File: src/rmq_pkg.sv
// rmq_pkg: shared types, constants and per-stage step functions for
// rotation_matrix_to_quaternion. No dependencies.
`timescale 1ns / 1ps

package rmq_pkg;

	localparam int SqSteps    = 3;
	localparam int SqStages   = 5;
	localparam int DivSteps   = 3;
	localparam int DivStages  = 5;

	localparam logic [1:0] BR_TRACE = 2'd0;
	localparam logic [1:0] BR_X     = 2'd1;
	localparam logic [1:0] BR_Y     = 2'd2;
	localparam logic [1:0] BR_Z     = 2'd3;

	// square root stage word
	typedef struct packed {
		logic [1:0]        br;
		logic              degen;
		logic [2:0][16:0]  d;
		logic [29:0]       rad;
		logic [14:0]       root;
		logic [16:0]       rem;
	} sq_t;

	// divider stage word
	typedef struct packed {
		logic [1:0]        br;
		logic              degen;
		logic [14:0]       h;
		logic [2:0]        neg;
		logic [2:0]        ovf;
		logic [2:0][14:0]  rem;
		logic [2:0][14:0]  nlow;
		logic [2:0][14:0]  q;
	} dv_t;

	function automatic sq_t sq_iter(sq_t a);
		sq_t b;
		logic [18:0] t;
		logic [16:0] trial;
		b = a;
		for (int i = 0; i < SqSteps; i++) begin
			t = {b.rem, b.rad[29:28]};
			trial = {b.root, 2'b01};
			if (t >= {2'b00, trial}) begin
				b.rem = 17'(t - {2'b00, trial});
				b.root = {b.root[13:0], 1'b1};
			end else begin
				b.rem = t[16:0];
				b.root = {b.root[13:0], 1'b0};
			end
			b.rad = {b.rad[27:0], 2'b00};
		end
		return b;
	endfunction

	function automatic dv_t div_iter(dv_t a);
		dv_t b;
		logic [15:0] t;
		b = a;
		for (int j = 0; j < 3; j++) begin
			for (int i = 0; i < DivSteps; i++) begin
				t = {b.rem[j], b.nlow[j][14]};
				if (t >= {1'b0, b.h}) begin
					b.rem[j] = 15'(t - {1'b0, b.h});
					b.q[j] = {b.q[j][13:0], 1'b1};
				end else begin
					b.rem[j] = t[14:0];
					b.q[j] = {b.q[j][13:0], 1'b0};
				end
				b.nlow[j] = {b.nlow[j][13:0], 1'b0};
			end
		end
		return b;
	endfunction

	function automatic logic [15:0] fin(logic neg, logic ovf, logic [14:0] q);
		logic [15:0] r;
		if (ovf) begin
			r = neg ? 16'h8000 : 16'h7fff;
		end else begin
			r = neg ? 16'(-{1'b0, q}) : {1'b0, q};
		end
		return r;
	endfunction

endpackage

File: src/rotation_matrix_to_quaternion.sv
// rotation_matrix_to_quaternion: Shepperd matrix to quaternion, Q1.14, pipelined.
// Depends on rmq_pkg.
//
// channel  dir  handshake            words
// input    in   in_valid/in_stall    e00..e22
// output   out  out_valid/out_stall  qx qy qz qw branch_taken degenerate
//
// One word per cycle unless the output stalls. Stages: select stage, five root stages
// (three root bits each), divisor prep, five divide stages (three quotient
// bits each), output register. Async reset clears valid bits only.
// A stall on a valid output word freezes the whole pipe; in_stall follows it.
`timescale 1ns / 1ps

module rotation_matrix_to_quaternion (
	input  logic               clk,
	input  logic               arst_n,
	input  logic               in_valid,
	output logic               in_stall,
	input  logic signed [15:0] e00,
	input  logic signed [15:0] e01,
	input  logic signed [15:0] e02,
	input  logic signed [15:0] e10,
	input  logic signed [15:0] e11,
	input  logic signed [15:0] e12,
	input  logic signed [15:0] e20,
	input  logic signed [15:0] e21,
	input  logic signed [15:0] e22,
	output logic               out_valid,
	input  logic               out_stall,
	output logic signed [15:0] qx,
	output logic signed [15:0] qy,
	output logic signed [15:0] qz,
	output logic signed [15:0] qw,
	output logic [1:0]         branch_taken,
	output logic               degenerate
);
	import rmq_pkg::*;

	logic adv;
	assign adv = !(out_valid && out_stall);
	assign in_stall = !adv;

	// select stage
	logic signed [17:0] trace;
	logic signed [18:0] a_c;
	logic signed [16:0] d0_c, d1_c, d2_c;
	logic [1:0]         br_c;
	logic signed [16:0] s01, s02, s12, x21, x02, x10;

	always_comb begin
		trace = 18'(e00) + 18'(e11) + 18'(e22);
		s01 = 17'(e01) + 17'(e10);
		s02 = 17'(e02) + 17'(e20);
		s12 = 17'(e12) + 17'(e21);
		x21 = 17'(e21) - 17'(e12);
		x02 = 17'(e02) - 17'(e20);
		x10 = 17'(e10) - 17'(e01);
		if (trace > 0) begin
			br_c = BR_TRACE;
			a_c = 19'sd16384 + 19'(trace);
			d0_c = x21; d1_c = x02; d2_c = x10;
		end else if (e00 > e11 && e00 > e22) begin
			br_c = BR_X;
			a_c = 19'sd16384 + 19'(e00) - 19'(e11) - 19'(e22);
			d0_c = x21; d1_c = s01; d2_c = s02;
		end else if (e11 > e22) begin
			br_c = BR_Y;
			a_c = 19'sd16384 + 19'(e11) - 19'(e00) - 19'(e22);
			d0_c = x02; d1_c = s01; d2_c = s12;
		end else begin
			br_c = BR_Z;
			a_c = 19'sd16384 + 19'(e22) - 19'(e00) - 19'(e11);
			d0_c = x10; d1_c = s02; d2_c = s12;
		end
	end

	sq_t  sq_s [SqStages+1];
	logic sq_v_s [SqStages+1];

	always_ff @(posedge clk or negedge arst_n) begin
		if (!arst_n) begin
			sq_v_s[0] <= 1'b0;
		end else if (adv) begin
			sq_v_s[0] <= in_valid;
		end
	end

	always_ff @(posedge clk) begin
		if (adv) begin
			sq_s[0].br <= br_c;
			sq_s[0].degen <= !(a_c > 0);
			sq_s[0].d <= {d2_c, d1_c, d0_c};
			sq_s[0].rad <= (a_c > 0) ? {1'b0, a_c[16:0], 12'b0} : 30'd0;
			sq_s[0].root <= '0;
			sq_s[0].rem <= '0;
		end
	end

	for (genvar k = 1; k <= SqStages; k++) begin : g_sq
		always_ff @(posedge clk or negedge arst_n) begin
			if (!arst_n) begin
				sq_v_s[k] <= 1'b0;
			end else if (adv) begin
				sq_v_s[k] <= sq_v_s[k-1];
			end
		end
		always_ff @(posedge clk) begin
			if (adv) begin
				sq_s[k] <= sq_iter(sq_s[k-1]);
			end
		end
	end

	// divisor prep
	dv_t  dv_s [DivStages+1];
	logic dv_v_s [DivStages+1];
	dv_t  prep_c;

	always_comb begin
		logic signed [16:0] dj;
		logic [16:0]        mag;
		logic [28:0]        n;
		prep_c = '0;
		prep_c.br = sq_s[SqStages].br;
		prep_c.degen = sq_s[SqStages].degen;
		prep_c.h = sq_s[SqStages].root;
		for (int j = 0; j < 3; j++) begin
			dj = sq_s[SqStages].d[j];
			mag = dj[16] ? 17'(-dj) : 17'(dj);
			n = {mag[16:0], 12'b0} + 29'(sq_s[SqStages].root[14:1]);
			prep_c.neg[j] = dj[16];
			prep_c.ovf[j] = {1'b0, n[28:15]} >= sq_s[SqStages].root;
			prep_c.rem[j] = {1'b0, n[28:15]};
			prep_c.nlow[j] = n[14:0];
		end
	end

	always_ff @(posedge clk or negedge arst_n) begin
		if (!arst_n) begin
			dv_v_s[0] <= 1'b0;
		end else if (adv) begin
			dv_v_s[0] <= sq_v_s[SqStages];
		end
	end

	always_ff @(posedge clk) begin
		if (adv) begin
			dv_s[0] <= prep_c;
		end
	end

	for (genvar k = 1; k <= DivStages; k++) begin : g_dv
		always_ff @(posedge clk or negedge arst_n) begin
			if (!arst_n) begin
				dv_v_s[k] <= 1'b0;
			end else if (adv) begin
				dv_v_s[k] <= dv_v_s[k-1];
			end
		end
		always_ff @(posedge clk) begin
			if (adv) begin
				dv_s[k] <= div_iter(dv_s[k-1]);
			end
		end
	end

	// output stage
	dv_t         last;
	logic [15:0] c0, c1, c2, hv;
	logic [15:0] x_c, y_c, z_c, w_c;
	logic        v_s13;
	logic [15:0] qx_s13, qy_s13, qz_s13, qw_s13;
	logic [1:0]  br_s13;
	logic        degen_s13;

	always_comb begin
		last = dv_s[DivStages];
		c0 = fin(last.neg[0], last.ovf[0], last.q[0]);
		c1 = fin(last.neg[1], last.ovf[1], last.q[1]);
		c2 = fin(last.neg[2], last.ovf[2], last.q[2]);
		hv = {1'b0, last.h};
		case (last.br)
			BR_TRACE: begin x_c = c0; y_c = c1; z_c = c2; w_c = hv; end
			BR_X:     begin x_c = hv; y_c = c1; z_c = c2; w_c = c0; end
			BR_Y:     begin x_c = c1; y_c = hv; z_c = c2; w_c = c0; end
			default:  begin x_c = c1; y_c = c2; z_c = hv; w_c = c0; end
		endcase
		if (last.degen) begin
			x_c = '0; y_c = '0; z_c = '0; w_c = '0;
		end
	end

	always_ff @(posedge clk or negedge arst_n) begin
		if (!arst_n) begin
			v_s13 <= 1'b0;
		end else if (adv) begin
			v_s13 <= dv_v_s[DivStages];
		end
	end

	always_ff @(posedge clk) begin
		if (adv) begin
			qx_s13 <= x_c;
			qy_s13 <= y_c;
			qz_s13 <= z_c;
			qw_s13 <= w_c;
			br_s13 <= last.br;
			degen_s13 <= last.degen;
		end
	end

	assign out_valid = v_s13;
	assign qx = qx_s13;
	assign qy = qy_s13;
	assign qz = qz_s13;
	assign qw = qw_s13;
	assign branch_taken = br_s13;
	assign degenerate = degen_s13;

	a_degen_zero: assert property (@(posedge clk) disable iff (!arst_n)
		(out_valid && degenerate) |-> (qx == 0 && qy == 0 && qz == 0 && qw == 0))
		else $error("degenerate word with nonzero components");

	a_trace_ok: assert property (@(posedge clk) disable iff (!arst_n)
		(sq_v_s[0] && sq_s[0].br == BR_TRACE) |-> !sq_s[0].degen)
		else $error("trace branch flagged degenerate");

	a_root_min: assert property (@(posedge clk) disable iff (!arst_n)
		(out_valid && !degenerate && branch_taken == BR_X) |-> (qx >= 16'sd64))
		else $error("root component below minimum");

	a_freeze: assert property (@(posedge clk) disable iff (!arst_n)
		(out_valid && out_stall) |=> ($stable(dv_v_s[DivStages]) && $stable(sq_v_s[0])))
		else $error("pipe moved during stall");

endmodule
File: config.mk
export PLATFORM = sky130hd
export DESIGN_NAME = rotation_matrix_to_quaternion
export DESIGN_NICKNAME = d
export VERILOG_FILES = /design/src/rmq_pkg.sv /design/src/rotation_matrix_to_quaternion.sv
export SDC_FILE = /design/constraint.sdc
export NUM_CORES = 2
export LEC_CHECK = 0
export ABC_AREA = 1
export BUFFER_PORTS_ARGS = -buffer_cell sky130_fd_sc_hd__buf_2
export CAP_MARGIN = 5
export CORE_MARGIN = 5
export CORE_UTILIZATION = 50
export CTS_CLUSTER_SIZE = 40
export DETAILED_ROUTE_END_ITERATION = 10
export PLACE_DENSITY = 0.66
export SYNTH_ARGS = -nofsm -noshare
export SYNTH_HDL_FRONTEND = slang
export SYNTH_SLANG_ARGS = --single-unit
File: constraint.sdc
create_clock -name clk -period 42.3 [get_ports clk]
set_input_delay 2.115 -clock clk [delete_from_list [all_inputs] [get_ports clk]]
set_output_delay 2.115 -clock clk [all_outputs]
set_load 0.05 [all_outputs]
==> results_dict.tcl <==
set metrics [dict create \
    status "finished clean" \
    drv_slew 0 \
    fin_crit_sh_pct 23.9 \
    ys_ff_latch 1061 \
    mostFrequentLayoutCells "nand2_1, inv_1, ha_1, edfxtp_1, a21oi_1" \
    finalSetupTns_ps 0 \
    area_growth_pct 8.26 \
    synthArstFlopShare_pct 1.23 \
    grt_overflow 0 \
    clk_path_buf_depth 3 \
    die_h_um 441 \
    cts_resized 0 \
    min_path_type "reg -> reg" \
    drive_above_1_share_pct 5.06 \
    die_area_sq_um 194000 \
    holdPathStages 0 \
    r2r_slack_ps 32200 \
    synth_top_family_by_area "simple AND/OR/NAND/NOR gates" \
    synth-main-ff-cell "edfxtp_1" \
    cts-root-buf "clkbuf_16" \
    setup_viol 0 \
    startpoint_type "flop" \
    finalHoldViolations 0 \
    max_stage_delay_ps 670 \
    cap_violations 0 \
    grt_pass1_vias 76000 \
    wl_um 264000 \
    nNetsFinal 13000 \
    fillCellCount 17200 \
    yosysTopAreaCellShare_pct 33.9 \
    grt.total_usage_pct 26.6 \
    ys_top_cells_by_area "edfxtp_1, ha_1, nand2_1" \
    clock-skew-final_ps 42.9 \
    firstDrtPassIters 6 \
    drt_iter0_markers 5397 \
    r2r-end "dv_s[1][118]" \
    min_from "dv_s[3][140]" \
    reg2regPathDepth 36 \
    wl_per_cell_um 18.6 \
    yosys.area_share.simple_pct 18.8 \
    tightest_slew_ps 1090 \
    rows 158 \
    critical_path_arrival_ps 10550 \
    die_w_um 441 \
    synth_compound_area_share_pct 14.6 \
    netlist_instances 11400 \
    reg2reg_from "dv_s[0][148]" \
    ant_nets 0 \
    syn_nets 12800 \
    synth_top_area_cell "edfxtp_1" \
    hold_path_end "dv_s[4][140]" \
    fin_util_pct 54.3 \
    syn_area_sq_um 92800 \
    max_freq_ghz 0.0990 \
    routed_via_density 5.54 \
    synth_xor_area_share_pct 7.74 \
    avgSynthCellArea_sq_um 8.13 \
    finalCriticalPeriod_ps 10100 \
    clk_latency_ps 760 \
    coreArea_sq_um 185000 \
    critical_path.max_fanout 30 \
    crit_type "reg -> reg" \
    rsz0062_at_grt "no" \
    post_cts_buffers 0 \
    synthAdderAreaFrac_pct 17.8 \
    slew_headroom_pct 27.1 \
    worstSetupEndpointType "flop" \
    hold_buffers 0 \
    synthMuxAreaShare_pct 0.0445 \
    final_common_cell "nand2_1" \
    clkTransAtPathRegs_ps 80 \
    ys_warn_count 0 \
    seqCellArea_sq_um 31800 \
    portBuffers 216 \
    worstPathRequired_ps 42750 \
    start_util_pct 50.2 \
    cp_slowest_cell "o21ai_0" \
    synth_edf_count 1048 \
    cts.sinks 1061 \
    synth.distinct_cells 70 \
    dr_total_vias 78500 \
    cp_common_cell "o21ai_0" \
    grt_max_degree 170 \
    antenna_found_initial 3 \
    cts-htree-levels 3 \
    hpwl_um 211000 \
    drc 0 \
    multiInputGateArea_sq_um 54700 \
    grt_pass1_wl_um 412000 \
    numCtsBuffers 113 \
    routabilityCongestion 1.00 \
    yosysSeqAreaShare_pct 34.3 \
    ioPinCount 217 \
    cts_tree "done" \
]
[through the flow]
step                instance area [sq um]  worst slack (ps)  cells  hold slack (ps)
finish                             100000             32200  14200              401
global route                       100000             31240  14200              415
CTS                                100000             32220  14200              404
detailed placement                  96600             32250  14000              405
global placement                    96600             32300  14000              400
floorplan                           92800              9900  11400              400
[worst max path at each step]
stage	from	endpoint	slack (ps)	cells past startpoint
3_3_place_gp	dv_s[0][148]	dv_s[1][118]	32300	36
3_5_place_dp	dv_s[0][142]	dv_s[1][118]	32250	36
2_1_floorplan	out_stall	branch_taken[0]	9900	2
4_1_cts	dv_s[0][148]	dv_s[1][118]	32220	36
5_1_grt	dv_s[0][148]	dv_s[1][118]	31240	36
6_report	dv_s[0][148]	dv_s[1][118]	32200	36
[state kept, by name, summed over array words and instances (netlist names)]
register	count
branch_taken	2
degenerate	1
dv_s	510
dv_v_s	6
out_valid	1
qw	16
qx	16
qy	16
qz	16
sq_s	471
sq_v_s	6
[worst max-delay path: cells and delay by family (launching register included)]
| kind | cells | cell delay, ps |
|---|---|---|
| compound gates | 19 | 4790 |
| fa+ha+maj | 3 | 1320 |
| flops | 1 | 380 |
| simple gates | 10 | 1660 |
| buf+inv | 4 | 1600 |
[area by class of cell]
class,count,area share (%)
repair buffers,285,1.62
flip-flops and latches,1061,31.6
multi-input cells,8707,54.4
diodes,2,0.00498
clock inverters,80,0.969
inverters,1441,5.39
clock buffers,129,2.87
well taps,2480,3.09
[synthesized netlist by cell type, types with 57 or more instances]
master       n
ha_1      1122
xor2_1     546
nor2_1     729
a21oi_1   1015
buf_2       57
fa_1       122
nand3_1    452
clkbuf_1   121
nor3_1     152
nand2_1   2523
edfxtp_1  1048
o21bai_1    69
nand4_1    119
xnor2_1    272
o21ai_0    957
inv_1     1414
[cell families after synthesis]
group,count (synthesis)
xor+xnor,819
mux,4
compound gates,2461
buf+inv,1645
flops,1061
simple gates,4179
fa+ha+maj,1244
[layer usage]
layer / up-vias / part of all wire, % / track usage [%]
met3: 546 / 4.6 / 2.37
met2: 2228 / 49 / 47.1
li1: 39300 / - / -
met4: 0 / 5.3 / 12.6
met5: - / 0 / 0
met1: 36500 / 42 / 32.6
Power is left out: the tool's default activity adds up to more than one toggle a clock period on the data nets, which glitch-free logic cannot reach.
